File: config.mk
export PLATFORM = sky130hd
export DESIGN_NAME = microwire_eeprom_read_master_core
export DESIGN_NICKNAME = d
export VERILOG_FILES = /design/src/rtl/core/mwe_pkg.sv /design/src/rtl/core/microwire_eeprom_read_master_core.sv /design/src/rtl/core/mwe_cfg.sv /design/src/rtl/core/mwe_step.sv
export SDC_FILE = /design/constraint.sdc
export NUM_CORES = 1
export LEC_CHECK = 0
export ABC_AREA = 1
export BUFFER_PORTS_ARGS = -buffer_cell sky130_fd_sc_hd__buf_2
export CAP_MARGIN = 20
export CORE_MARGIN = 5
export CORE_UTILIZATION = 40
export CTS_CLUSTER_SIZE = 24
export DETAILED_ROUTE_END_ITERATION = 7
export GPL_TIMING_DRIVEN = 0
export RECOVER_POWER = 50
export SYNTH_ARGS = -nofsm -noshare
export SYNTH_HDL_FRONTEND = slang
export SYNTH_SLANG_ARGS = --single-unit
File: constraint.sdc
create_clock -name clk -period 4 [get_ports clk]
set_input_delay 0.4 -clock clk [delete_from_list [all_inputs] [get_ports clk]]
set_output_delay 0.4 -clock clk [all_outputs]
set_load 0.05 [all_outputs]
File: src/rtl/core/mwe_pkg.sv
// ----------------------------------------------------------------------------
// mwe_pkg
// Types and constants shared by the Microwire EEPROM read master.
// ----------------------------------------------------------------------------
`default_nettype none

package mwe_pkg;

  localparam int unsigned AW_W      = 4;   // addr_width register width
  localparam int unsigned LOC_W     = 8;   // word address field width
  localparam int unsigned CMD_W     = 13;  // latched command word width
  localparam int unsigned CNT_W     = 5;   // bit counter width
  localparam int unsigned VALUE_W   = 29;  // shifted-in result width
  localparam int unsigned APB_DW    = 32;
  localparam int unsigned APB_AW    = 2;

  localparam logic [CNT_W-1:0] DATA_BITS = CNT_W'(16);
  localparam logic [CNT_W-1:0] CMD_EXTRA = CNT_W'(4);
  localparam logic [2:0]       READ_OPCODE = 3'b110;
  localparam logic [AW_W-1:0]  AW_MIN   = AW_W'(6);
  localparam logic [AW_W-1:0]  AW_MAX   = AW_W'(8);
  localparam logic [AW_W-1:0]  AW_RESET = AW_W'(6);

  // Sequencer phases, one-hot
  typedef enum logic [7:0] {
    PH_IDLE      = 8'b0000_0001,
    PH_SEL_HIGH  = 8'b0000_0010,
    PH_CMD_LOW   = 8'b0000_0100,
    PH_CMD_HIGH  = 8'b0000_1000,
    PH_GAP       = 8'b0001_0000,
    PH_DATA_HIGH = 8'b0010_0000,
    PH_DATA_LOW  = 8'b0100_0000,
    PH_DESELECT  = 8'b1000_0000
  } phase_t;

  typedef struct packed {
    logic             action;
    logic [LOC_W-1:0] location;
    logic             data_in;
  } in_item_t;

  typedef struct packed {
    logic               chip_select;
    logic               shift_clock;
    logic               data_out;
    logic               busy_res;
    logic               done_res;
    logic [VALUE_W-1:0] read_value;
  } out_item_t;

  typedef struct packed {
    phase_t             phase;
    logic [CNT_W-1:0]   bit_count;
    logic [CMD_W-1:0]   command_bits;
    logic [VALUE_W-1:0] shift_in;
  } seq_state_t;

endpackage

`default_nettype wire

File: src/rtl/core/microwire_eeprom_read_master_core.sv
// A tick's pin levels appear on out_data in the cycle after the tick is accepted.
// Throughput: one tick per clock cycle while the output slot is free or being drained; the sequencer state
// and the output register both update in the cycle a tick is accepted.
// A read spans 2*(clamped addr_width+5) + 36 ticks, start tick and done tick included.
// Reset (rst_n low, synchronous): sequencer idle, counters and shift-in register cleared,
// addr_width back to 6, no result pending.
// ----------------------------------------------------------------------------
// microwire_eeprom_read_master_core
// Tick-driven Microwire serial EEPROM read master with APB configuration.
// ----------------------------------------------------------------------------
`default_nettype none

module microwire_eeprom_read_master_core (
  input  wire logic                       clk,
  input  wire logic                       rst_n,
  // tick input
  input  wire logic                       in_valid,
  output logic                            in_ready,
  input  wire mwe_pkg::in_item_t          in_data,
  // pin result output
  output logic                            out_valid,
  input  wire logic                       out_ready,
  output mwe_pkg::out_item_t              out_data,
  // configuration
  input  wire logic                       cfg_psel,
  input  wire logic                       cfg_penable,
  input  wire logic                       cfg_pwrite,
  input  wire logic [mwe_pkg::APB_AW-1:0] cfg_paddr,
  input  wire logic [mwe_pkg::APB_DW-1:0] cfg_pwdata,
  output logic      [mwe_pkg::APB_DW-1:0] cfg_prdata,
  output logic                            cfg_pready
);
  import mwe_pkg::*;

  logic [AW_W-1:0] addr_width;
  seq_state_t      state_r;
  seq_state_t      state_nxt;
  out_item_t       result;
  out_item_t       out_data_r;
  logic            out_valid_r;
  logic            accept;

  mwe_cfg u_cfg (
    .clk        (clk),
    .rst_n      (rst_n),
    .psel       (cfg_psel),
    .penable    (cfg_penable),
    .pwrite     (cfg_pwrite),
    .paddr      (cfg_paddr),
    .pwdata     (cfg_pwdata),
    .prdata     (cfg_prdata),
    .pready     (cfg_pready),
    .addr_width (addr_width)
  );

  mwe_step u_step (
    .addr_width (addr_width),
    .state      (state_r),
    .item       (in_data),
    .state_nxt  (state_nxt),
    .result     (result)
  );

  // Take a new tick whenever the output slot is free or being drained
  assign in_ready = !out_valid_r || out_ready;
  assign accept   = in_valid && in_ready;

  // Advance sequencer state on each accepted tick
  always_ff @(posedge clk) begin
    if (!rst_n) begin
      state_r.phase        <= PH_IDLE;
      state_r.bit_count    <= '0;
      state_r.command_bits <= '0;
      state_r.shift_in     <= '0;
    end else if (accept) begin
      state_r <= state_nxt;
    end
  end

  // Output register valid flag
  always_ff @(posedge clk) begin
    if (!rst_n) begin
      out_valid_r <= 1'b0;
    end else if (accept) begin
      out_valid_r <= 1'b1;
    end else if (out_ready) begin
      out_valid_r <= 1'b0;
    end
  end

  // Output register payload
  always_ff @(posedge clk) begin
    if (accept) begin
      out_data_r <= result;
    end
  end

  assign out_valid = out_valid_r;
  assign out_data  = out_data_r;

endmodule

`default_nettype wire

File: src/rtl/core/mwe_cfg.sv
// ----------------------------------------------------------------------------
// mwe_cfg
// APB register slice holding the addr_width setting, with readback.
// ----------------------------------------------------------------------------
`default_nettype none

module mwe_cfg (
  input  wire logic                          clk,
  input  wire logic                          rst_n,
  input  wire logic                          psel,
  input  wire logic                          penable,
  input  wire logic                          pwrite,
  input  wire logic [mwe_pkg::APB_AW-1:0]    paddr,
  input  wire logic [mwe_pkg::APB_DW-1:0]    pwdata,
  output logic      [mwe_pkg::APB_DW-1:0]    prdata,
  output logic                               pready,
  output logic      [mwe_pkg::AW_W-1:0]      addr_width
);
  import mwe_pkg::*;

  logic [AW_W-1:0] addr_width_r;
  logic            wr_en;

  // Single register; every address in the slot decodes to it
  assign pready = 1'b1;
  assign wr_en  = psel && penable && pwrite && pready && (paddr == '0 || paddr != '0);

  // Hold the setting until software writes it
  always_ff @(posedge clk) begin
    if (!rst_n) begin
      addr_width_r <= AW_RESET;
    end else if (wr_en) begin
      addr_width_r <= pwdata[AW_W-1:0];
    end
  end

  assign prdata     = {{(APB_DW-AW_W){1'b0}}, addr_width_r};
  assign addr_width = addr_width_r;

endmodule

`default_nettype wire

File: src/rtl/core/mwe_step.sv
// ----------------------------------------------------------------------------
// mwe_step
// Next-state and pin logic for one tick of the Microwire read sequence.
// ----------------------------------------------------------------------------
`default_nettype none

module mwe_step (
  input  wire logic                    [mwe_pkg::AW_W-1:0] addr_width,
  input  wire mwe_pkg::seq_state_t     state,
  input  wire mwe_pkg::in_item_t       item,
  output mwe_pkg::seq_state_t          state_nxt,
  output mwe_pkg::out_item_t           result
);
  import mwe_pkg::*;

  logic [AW_W-1:0]    aw;
  logic [LOC_W-1:0]   loc_mask;
  logic [CMD_W-1:0]   cmd_word;
  logic [CMD_W-1:0]   cmd_shift;
  logic [VALUE_W-1:0] sampled;
  logic               busy;
  logic               done;

  // Clamp the width into the supported range
  always_comb begin
    if (addr_width < AW_MIN) begin
      aw = AW_MIN;
    end else if (addr_width > AW_MAX) begin
      aw = AW_MAX;
    end else begin
      aw = addr_width;
    end
  end

  // Build the read command: opcode over the masked address
  assign loc_mask  = LOC_W'((9'd1 << aw) - 9'd1);
  assign cmd_word  = (CMD_W'(READ_OPCODE) << aw) | CMD_W'(item.location & loc_mask);
  assign cmd_shift = state.command_bits >> state.bit_count[3:0];
  assign sampled   = {state.shift_in[VALUE_W-2:0], item.data_in};

  // Advance the sequencer one tick
  always_comb begin
    state_nxt          = state;
    result.chip_select = 1'b0;
    result.shift_clock = 1'b0;
    result.data_out    = 1'b0;
    busy               = 1'b1;
    done               = 1'b0;
    case (state.phase)
      PH_IDLE: begin
        busy = 1'b0;
        if (item.action) begin
          state_nxt.command_bits = cmd_word;
          state_nxt.bit_count    = CMD_EXTRA + CNT_W'(aw);
          state_nxt.shift_in     = '0;
          state_nxt.phase        = PH_SEL_HIGH;
          busy                   = 1'b1;
        end
      end
      PH_SEL_HIGH: begin
        result.chip_select = 1'b1;
        state_nxt.phase    = PH_CMD_LOW;
      end
      PH_CMD_LOW: begin
        result.chip_select = 1'b1;
        result.data_out    = cmd_shift[0];
        state_nxt.phase    = PH_CMD_HIGH;
      end
      PH_CMD_HIGH: begin
        result.chip_select = 1'b1;
        result.shift_clock = 1'b1;
        result.data_out    = cmd_shift[0];
        state_nxt.shift_in = sampled;
        if (state.bit_count == '0) begin
          state_nxt.phase = PH_GAP;
        end else begin
          state_nxt.bit_count = state.bit_count - CNT_W'(1);
          state_nxt.phase     = PH_CMD_LOW;
        end
      end
      PH_GAP: begin
        result.chip_select  = 1'b1;
        state_nxt.bit_count = DATA_BITS - CNT_W'(1);
        state_nxt.phase     = PH_DATA_HIGH;
      end
      PH_DATA_HIGH: begin
        result.chip_select = 1'b1;
        result.shift_clock = 1'b1;
        state_nxt.shift_in = sampled;
        state_nxt.phase    = PH_DATA_LOW;
      end
      PH_DATA_LOW: begin
        result.chip_select = 1'b1;
        if (state.bit_count == '0) begin
          state_nxt.phase = PH_DESELECT;
        end else begin
          state_nxt.bit_count = state.bit_count - CNT_W'(1);
          state_nxt.phase     = PH_DATA_HIGH;
        end
      end
      default: begin
        done                = 1'b1;
        state_nxt.bit_count = '0;
        state_nxt.phase     = PH_IDLE;
      end
    endcase
    result.busy_res   = busy;
    result.done_res   = done;
    result.read_value = state_nxt.shift_in;
  end

endmodule

`default_nettype wire

==> flow_summary.ini, run 1 <==
[setup_path]
crit_type = register to register
worstPathRequired_ns = 4.30
cp_max_fo = 10
cp-end-kind = register
endpoint = state_r[8]
r2r_cells = 11
worstPathArrival_ns = 2.29
startpoint = state_r[53]
r2r-start = state_r[53]
worst_r2r_endpoint = state_r[8]
r2r_slack_ns = 2.00
start_kind = register

[cells_and_area]
syn2layout_area_growth_pct = 16.42
nets = 787
n_antenna_cell = 0
layout-drive-gt1-share_pct = 11.79
utilization_pct = 47.95
fin_area_sq_mm = 0.005545

[timing]
setup_viol = 0
skew_ns = 0.005629
final.min_clock_period_ns = 1.995
tns_ns = 0
drv_slew = 0
fmax_ghz = 0.5012
tightest_slew_ns = 0.6167
period_share_pct = 49.88
hold_viol_final = 0
max_slew_margin_pct = 59.06
rsz0062_at_grt = false

[clock_tree]
clockBufferDepth = 2
hold_buffers = 0
htree_levels = 3
cts_setup_buffers = 0
cts_tree = yes
cts_buffers = 9
clk_latency_ns = 0.35
path_clk_slew_ns = 0.06
cts_resized = 0
cts-root-buf = clkbuf_16
cts.sinks = 94

[global_route]
grt_pass1_vias = 4049
grt_max_degree = 23
grtUsageMet3_pct = 3.744
use_met1_pct = 19.62
grtUsageTotal_pct = 16.09
overflow = 0
met2_usage_pct = 27.34
busiest_layer = met2
grt_pass1_wl_microns = 18620
antenna_found_initial = 0

[job]
maxCapViolations = 0

[drt]
dr_total_vias = 4240
drtIter0Drc = 194
viasPerCell = 4.813
drcViolationCount = 0
ant_nets = 0
firstDrtPassIters = 5
routed_wl_microns = 11120
wl_per_cell_microns = 12.63

[die]
ios = 120
die_h_microns = 119.1
initial_utilization_pct = 41.19
rows = 39
fp.dieW_microns = 119.1
die_area_sq_mm = 0.01419
core_sq_mm = 0.01156

[logic_synthesis]
syn_inst = 633
netlist_area_sq_mm = 0.004763
ys_ff_latch = 94
ys_types = 30
synth.avg_cell_area_sq_um = 7.525
ys_warn_count = 0
ys_seq_area_share_pct = 46.65

[power]
seqPwrFrac_pct = 43.5
p_leak_uw = 0.002612
combPwrFrac_pct = 26.6
peakVddDrop_mv = 0.1694
switching_share_pct = 34.89
powerDensity_mw_per_mm2 = 470.8
internal_power_uw = 1700
power_uw = 2611
power.switching_uw = 911.0
clockPowerShare_pct = 29.8

[placed_design]
dpl.hpwl_microns = 8051
place_area_sq_mm = 0.005375
gp_congestion = 0.8748
portBuffers = 59

[outcome]
outcome = finished, final reports clean

[min_path]
hold_class = input pin to register
-- worst min path at each step --
stage	slack (ns)	cells after the start	startpoint	end
after detailed placement	0.43	2	state_r[40]	state_r[40]
after floorplan	0.41	2	state_r[40]	state_r[40]
final	0.26	3	cfg_pwdata[2]	u_cfg.addr_width[2]
after CTS	0.26	3	cfg_pwdata[2]	u_cfg.addr_width[2]
after global routing	0.27	3	cfg_pwdata[2]	u_cfg.addr_width[2]
after global placement	0.43	2	state_r[40]	state_r[40]
-- metrics by stage --
| stage | hold WS, ns | worst slack, ns | std cells |
|---|---|---|---|
| 6_report | 0.2571 | 2.005 | 881 |
| 5_1_grt | 0.2718 | 1.705 | 881 |
| 4_1_cts | 0.2563 | 2.075 | 881 |
| 3_5_place_dp | 0.4298 | 1.889 | 865 |
| 3_3_place_gp | 0.4275 | 0.8897 | 864 |
| 2_1_floorplan | 0.4119 | 1.119 | 662 |
-- routing by layer --
metal  vias to the layer above  routed length (microns)
met2                       123                     5366
li1                       2186                        -
met3                        16                      630
met4                         0                      194
met5                         -                        0
met1                      1915                     4933
-- cells in the final DEF (no fill, tap or decap), types with 2 or more instances in the layout --
cell and count:
conb_1 31, nand2_2 14, o21ai_0 19, ha_1 3, clkbuf_1 62, inv_2 4, buf_6 2, nand4_1 2
edfxtp_1 34, nand3_1 59, buf_2 23, clkbuf_16 9, nor2_1 21, buf_1 2, dfxtp_1 60, inv_1 89
clkinv_1 4, a21oi_1 89, o211ai_1 2, buf_4 29, nor2_2 2, nand2_1 138, nor3_1 31
-- state kept, by name, summed over array words and instances, names as in the netlist --
| name | count |
|---|---|
| out_valid | 1 |
| u_cfg.addr_width | 4 |
| state_r | 55 |
| out_data | 34 |
-- critical path: stages (launching register included) --
cell,delay (ns)
dfxtp_1,0.38
nor2_1,0.08
nand2_1,0.10
inv_1,0.10
nand2_1,0.16
nand2_1,0.15
nor2_1,0.17
clkbuf_1,0.43
nand2_1,0.14
nand3_1,0.12
nand2_1,0.06
inv_1,0.04
-- power groups by stage --
stage | Sequential, uW | Combinational (uW) | Clock [uW]
finish | 1140 | 696 | 779
global route | 1150 | 762 | 836
CTS | 1140 | 719 | 795
detailed placement | 1160 | 717 | 0
global placement | 1150 | 702 | 0
floorplan | 1300 | 419 | 0
-- kinds of logic (layout without fill, tap and decap cells) --
family	count (synthesis)	in the layout	synth area share, %
AO/OA/AOI/OAI	113	113	12.11
flip-flops	94	94	46.65
buffers and inverters	151	227	14.74
AND/OR/NAND/NOR	269	269	25.37
adder cells (fa/ha/maj)	3	3	0.7881
XOR/XNOR	1	1	0.1839
other	2	31	0.1577
-- cell usage after synthesis --
cell / instances / share of area (%)
o21ai_0: 19 / 2.0
clkbuf_1: 14 / 1.1
nand3_1: 59 / 6.2
xor2_1: 1 / 0.18
o211ai_1: 2 / 0.32
nand3b_1: 1 / 0.16
nand4_1: 2 / 0.26
edfxtp_1: 34 / 21
buf_2: 9 / 0.95
ha_1: 3 / 0.79
inv_1: 86 / 6.8
a31oi_1: 1 / 0.13
buf_1: 2 / 0.16
clkinv_1: 2 / 0.16
or2_2: 1 / 0.13
nor3_1: 30 / 3.2
dfxtp_1: 60 / 25
buf_6: 2 / 0.47
nor2_2: 5 / 0.66
a21oi_1: 89 / 9.4
conb_1: 2 / 0.16
nand2_1: 133 / 10
nor2_1: 18 / 1.4
nand2_2: 17 / 2.2
nor3_2: 1 / 0.21
nand2_4: 2 / 0.47
inv_2: 7 / 0.55
buf_4: 29 / 4.6
a22oi_1: 1 / 0.16
a21boi_0: 1 / 0.16
-- cell type report --
cell class | instances | area, sq um
fillers | 1170 | 6020
flip-flops and latches | 94 | 2222
multi-input cells | 417 | 1913
inverters | 95 | 356.6
plain buffers | 56 | 341.6
repair buffers | 60 | 271.5
clock buffers | 14 | 254.0
well taps | 143 | 178.9
clock inverters | 2 | 7.507
Note: power is estimated with default switching activity, not from simulation.
==> run 2: changes to the inputs <==
--- a/config.mk
+++ b/config.mk
@@ -13,6 +13,7 @@
 export CTS_CLUSTER_SIZE = 24
 export DETAILED_ROUTE_END_ITERATION = 7
 export GPL_TIMING_DRIVEN = 0
+export PLACE_DENSITY = 0.65
 export RECOVER_POWER = 50
 export SYNTH_ARGS = -nofsm -noshare
 export SYNTH_HDL_FRONTEND = slang
==> constraint.sdc (replaced) <==
create_clock -name clk -period 1.8 [get_ports clk]
set_input_delay 0.18 -clock clk [delete_from_list [all_inputs] [get_ports clk]]
set_output_delay 0.18 -clock clk [all_outputs]
set_load 0.05 [all_outputs]
==> run 2 against run 1 <==
- first-iteration DRC count is 21% higher
- global-route usage is 0.97 points lower
- core utilization is 0.71 points higher
- worst hold slack worse by 0.22 ns
- final area is 1.5% higher
- combinational power is 130% higher
- critical path depth is 3 lower
==> flow_summary.ini, run 2 (synthesis gave the netlist of run 1 again) <==
[outcome]
outcome = finished, final reports clean

[die]
core_sq_mm = 0.01156
ios = 120
initial_utilization_pct = 41.19
die_h_microns = 119.1
die_area_sq_mm = 0.01419
rows = 39
fp.dieW_microns = 119.1

[timing]
hold-worst-slack_ns = 0.04093
hold_viol_final = 0
worst_slack_ns = 0.08709
setup_viol = 0
rsz0062_at_grt = true
final.min_clock_period_ns = 1.713
fmax_ghz = 0.5838
tightest_slew_ns = 0.6282
max_slew_margin_pct = 58.30
skew_ns = 0.006946
period_share_pct = 95.16
drv_slew = 0

[cells_and_area]
final_common_cell = nand2_1
fin_area_sq_mm = 0.005628
fillCellCount = 1132
multiInputGateArea_sq_mm = 0.001951
n_antenna_cell = 0
syn2layout_area_growth_pct = 18.15
layout-drive-gt1-share_pct = 14.75
seq_area_sq_mm = 0.002222
largest_reg_flops = 55
layout_common_cells = 132 x nand2_1, 89 x a21oi_1, 87 x inv_1, 60 x dfxtp_1, 59 x nand3_1
top_register = state_r
nets = 788

[global_route]
grtUsageTotal_pct = 15.12
met2_usage_pct = 25.79
grt_max_degree = 44
busiest_layer = met2
grt_pass1_wl_microns = 17920
grtUsageMet3_pct = 3.318
antenna_found_initial = 0
use_met1_pct = 18.74
overflow = 0
grt_pass1_vias = 4064

[setup_path]
path_cells = nor2_1 > nand3_1 > nor2_1 > nor2_2 > buf_6 > buf_6 > nand2_2 > nand2_1
cp.depth = 8
r2r_cells = 8
startpoint = state_r[49]
cp-end-kind = register
start_kind = register
worstPathRequired_ns = 1.88
r2r_slack_ns = 0.09
crit_type = register to register
cp_max_fo = 10
critPathBufInv = 2
worstPathArrival_ns = 1.79
cp_top_family = simple AND/OR/NAND/NOR gates
cp_slowest_cell = dfxtp_1
worst_r2r_endpoint = out_data[20]
r2r-start = state_r[49]
endpoint = out_data[20]
slowest_delay_ns = 0.34

[drt]
dr_total_vias = 4243
firstDrtPassIters = 5
routed_wl_microns = 10840
ant_nets = 0
wl_per_cell_microns = 12.29
drtIter0Drc = 234
drcViolationCount = 0
viasPerCell = 4.811

[clock_tree]
cts_buffers = 9
clk_latency_ns = 0.34
clockBufferDepth = 2
htree_levels = 3
cts_tree = yes
path_clk_slew_ns = 0.07
cts-root-buf = clkbuf_16
cts.sinks = 94

[power]
peakVddDrop_mv = 0.4888
powerDensity_mw_per_mm2 = 1069
p_leak_uw = 0.002640

[placed_design]
dpl.hpwl_microns = 7800
pre_cts_ws_ns = 0.04816
place_area_sq_mm = 0.005354
gp_congestion = 0.8758
portBuffers = 59

[job]
maxCapViolations = 0

[min_path]
hold_class = input pin to register
-- run 2: final cells by class --
cell class              instances  share of cell area (%)
clock buffers                  10                   4.246
repair buffers                 61                   4.602
multi-input cells             417                   34.66
flip-flops and latches         94                   39.48
well taps                     143                   3.179
plain buffers                  56                   6.403
inverters                      95                   6.336
clock inverters                 6                   1.089
-- run 2: tightest hold or removal path: stages --
cell	delay (ns)
buf_2	0.07
nand2_1	0.04
nand3_1	0.06
-- run 2: what timing repair did --
| action | in CTS | in global routing |
|---|---|---|
| buffers inserted | 0 | 2 |
| hold buffers | 0 | 0 |
| endpoints found under the setup margin | 0 | 57 |
| resized for setup | 0 | 7 |
-- run 2: worst min path at each step --
stage,start,end,slack [ns],depth (start not counted)
2_1_floorplan,cfg_pwdata[1],u_cfg.addr_width[1],0.29,2
3_3_place_gp,cfg_pwdata[2],u_cfg.addr_width[2],0.38,3
3_5_place_dp,cfg_pwdata[1],u_cfg.addr_width[1],0.39,3
4_1_cts,cfg_pwdata[1],u_cfg.addr_width[1],0.04,3
5_1_grt,cfg_pwdata[1],u_cfg.addr_width[1],0.05,3
6_report,cfg_pwdata[1],u_cfg.addr_width[1],0.04,3
-- run 2: routing by layer --
layer	share of wire, %	up-vias
li1	-	2189
met1	45	1913
met2	47	123
met3	5.8	18
met4	1.7	0
met5	0	-
-- run 2: report_power, final --
part | switching (uW) | internal, uW
clock network | 802 | 1110
registers | 99.3 | 2420
logic | 1170 | 416
-- run 2: stage by stage --
step / util, % / setup TNS, ns / power [uW] / std cells
2_1_floorplan: - / 0 / 3811 / 662
3_3_place_gp: 46.29 / 0 / 4112 / 864
3_5_place_dp: 46.29 / 0 / 4144 / 864
4_1_cts: 48.89 / 0 / 6056 / 880
5_1_grt: 48.66 / -0.05431 / 6310 / 882
6_report: 48.66 / 0 / 6018 / 882
==> run 3: changes to the inputs <==
--- a/config.mk
+++ b/config.mk
@@ -5,7 +5,6 @@
 export SDC_FILE = /design/constraint.sdc
 export NUM_CORES = 1
 export LEC_CHECK = 0
-export ABC_AREA = 1
 export BUFFER_PORTS_ARGS = -buffer_cell sky130_fd_sc_hd__buf_2
 export CAP_MARGIN = 20
 export CORE_MARGIN = 5
@@ -13,7 +12,7 @@
 export CTS_CLUSTER_SIZE = 24
 export DETAILED_ROUTE_END_ITERATION = 7
 export GPL_TIMING_DRIVEN = 0
-export PLACE_DENSITY = 0.65
+export PLACE_DENSITY = 0.66
 export RECOVER_POWER = 50
 export SYNTH_ARGS = -nofsm -noshare
 export SYNTH_HDL_FRONTEND = slang
==> run 3 against run 2 <==
- the flow now finishes with violations (negative setup slack)
- worst hold slack lost 0.019 ns
- area after synthesis shrank 7.6%
- critical endpoint is now state_r[49]
- count of clock-buffer cells in the layout unchanged
- highest routed layer unchanged
- largest power group unchanged
==> flow_summary.ini, run 3 <==
[logic_synthesis]
synth.avg_cell_area_sq_um = 9.959
synth_top_area_cell = dfxtp_1
ys.flop_type = dfxtp_1
synth_edf_count = 34
ys_warn_count = 0
ys_ff_latch = 94
synth_common_cells = 67 x nand2_1, 60 x dfxtp_1, 36 x o21ai_0, 34 x edfxtp_1
syn_inst = 442
netlist_area_sq_mm = 0.004402
async_flop_share_pct = 0
ys_types = 56
yosysMostFrequentCell = nand2_1
synth.area.top_cells = dfxtp_1 27%, edfxtp_1 23%, a22o_1 5.8%, nand2_1 5.7%, buf_4 4.9%
yosys.area.top_type_share_pct = 27.29
ys_seq_area_share_pct = 50.48

[die]
fp.dieW_microns = 114.9
rows = 38
core_sq_mm = 0.01079
die_area_sq_mm = 0.01320
ios = 120
initial_utilization_pct = 40.78
die_h_microns = 114.9

[setup_path]
cp_max_fo = 4
worstPathRequired_ns = 2.10
cp-end-kind = register
worstPathArrival_ns = 2.30
crit_type = register to register
start_kind = register

[timing]
period_share_pct = 111.0
skew_ns = 0.007114
worst_slack_ns = -0.1973
max_slew_margin_pct = 55.37
hold_viol_final = 0
fmax_ghz = 0.5007
final.min_clock_period_ns = 1.997
setup_viol = 67
drv_slew = 0
rsz0062_at_grt = true
tightest_slew_ns = 0.6695

[cells_and_area]
final_common_cell = nand2_1
syn2layout_area_growth_pct = 36.04
nets = 628
largest_reg_flops = 55
final_cells = 719
fin_area_sq_mm = 0.005988
layout_common_cells = 61 x nand2_1, 54 x buf_4, 51 x dfxtp_1, 47 x clkbuf_1, 34 x edfxtp_1
layout-drive-gt1-share_pct = 33.33
utilization_pct = 55.48
n_antenna_cell = 0
top_register = state_r
fillCellCount = 934

[placed_design]
dpl.hpwl_microns = 7195
place_area_sq_mm = 0.005084
gp_congestion = 0.8935
portBuffers = 60
place_inst = 671

[clock_tree]
cts_tree = yes
clockBufferDepth = 2
cts-root-buf = clkbuf_8
path_clk_slew_ns = 0.09
hold_buffers = 0
cts.sinks = 94
cts_buffers = 9
htree_levels = 3
clk_latency_ns = 0.37

[global_route]
overflow = 0
grt_pass1_vias = 3560
antenna_found_initial = 0
grt_pass1_wl_microns = 17390
grt_max_degree = 44
grtUsageTotal_pct = 16.39

[min_path]
hold_class = input pin to register

[drt]
ant_nets = 0
dr_total_vias = 3876
wl_per_cell_microns = 15.99
viasPerCell = 5.391
drcViolationCount = 0
firstDrtPassIters = 5
drtIter0Drc = 251
routed_wl_microns = 11500

[power]
p_leak_uw = 0.002315
peakVddDrop_mv = 0.4138
power_uw = 4676
powerDensity_mw_per_mm2 = 780.8

[job]
maxCapViolations = 0

[outcome]
violations = negative setup slack
outcome = finished with violations
## run 3: critical path, cell delays in order (launching register included)
cell and delay, ns:
dfxtp_4 0.37, or4_4 0.59, buf_6 0.15, or3_1 0.29
or4_4 0.42, a21oi_2 0.11
## run 3: timing repair
action | CTS | global route
gates cloned | 4 | 3
buffers inserted | 19 | 14
endpoints found under the setup margin | 88 | 80
gates resized for setup | 69 | 75
pin swaps | 8 | 33
## run 3: through the flow
step                      setup WS [ns]  setup TNS (ns)  hold WS, ns
after floorplan                 -0.1860          -4.075       0.3019
after global placement          -0.6039          -25.66       0.3899
after detailed placement        -0.6679          -28.05       0.4045
after CTS                       -0.2001          -9.871      0.01770
after global routing            -0.2457          -11.67      0.01994
final                           -0.1973          -6.800      0.02233
## run 3: cell families after synthesis
group | synth area share (%)
AND/OR/NAND/NOR | 16.34
flip-flops | 50.48
adder cells (fa/ha/maj) | 0.8528
multiplexers | 2.956
buffers and inverters | 9.295
XOR/XNOR | 1.393
AO/OA/AOI/OAI | 18.51
other | 0.1706
## run 3: worst paths after layout
kind | to | start | cells past startpoint | slack, ns
worst max-delay path | state_r[49] | state_r[53] | 5 | -0.20
worst max register to register | state_r[49] | state_r[53] | 5 | -0.20
worst min-delay path | u_cfg.addr_width[2] | cfg_pwdata[2] | 3 | 0.02
worst min register to register | state_r[35] | state_r[35] | 2 | 0.48
## run 3: routing by layer
| metal | up-vias | share of wire [%] | global-route usage, % |
|---|---|---|---|
| li1 | 1838 | - | - |
| met1 | 1854 | 41 | 20.11 |
| met2 | 156 | 50 | 28.43 |
| met3 | 28 | 7.0 | 4.474 |
| met4 | 0 | 1.6 | 4.382 |
| met5 | - | 0 | 0 |
## run 3: power breakdown
group | switching [uW] | total, uW | leakage [uW] | internal, uW
Combinational | 716 | 1080 | 0.00140 | 362
Sequential | 31.4 | 2290 | 0.000829 | 2260
Clock | 782 | 1310 | 0.0000854 | 524
## run 3: final cells by class
class                      count  area (sq um)  share of cell area (%)
clock buffer                  10         127.6                   2.131
tap                          140         175.2                   2.925
buffer                        56         467.9                   7.814
clock inverter                 6         52.55                  0.8776
inverter                       9         38.79                  0.6477
timing repair buffer          99         683.2                   11.41
sequential                    94          2246                   37.51
multi-input combinational    305          2197                   36.69
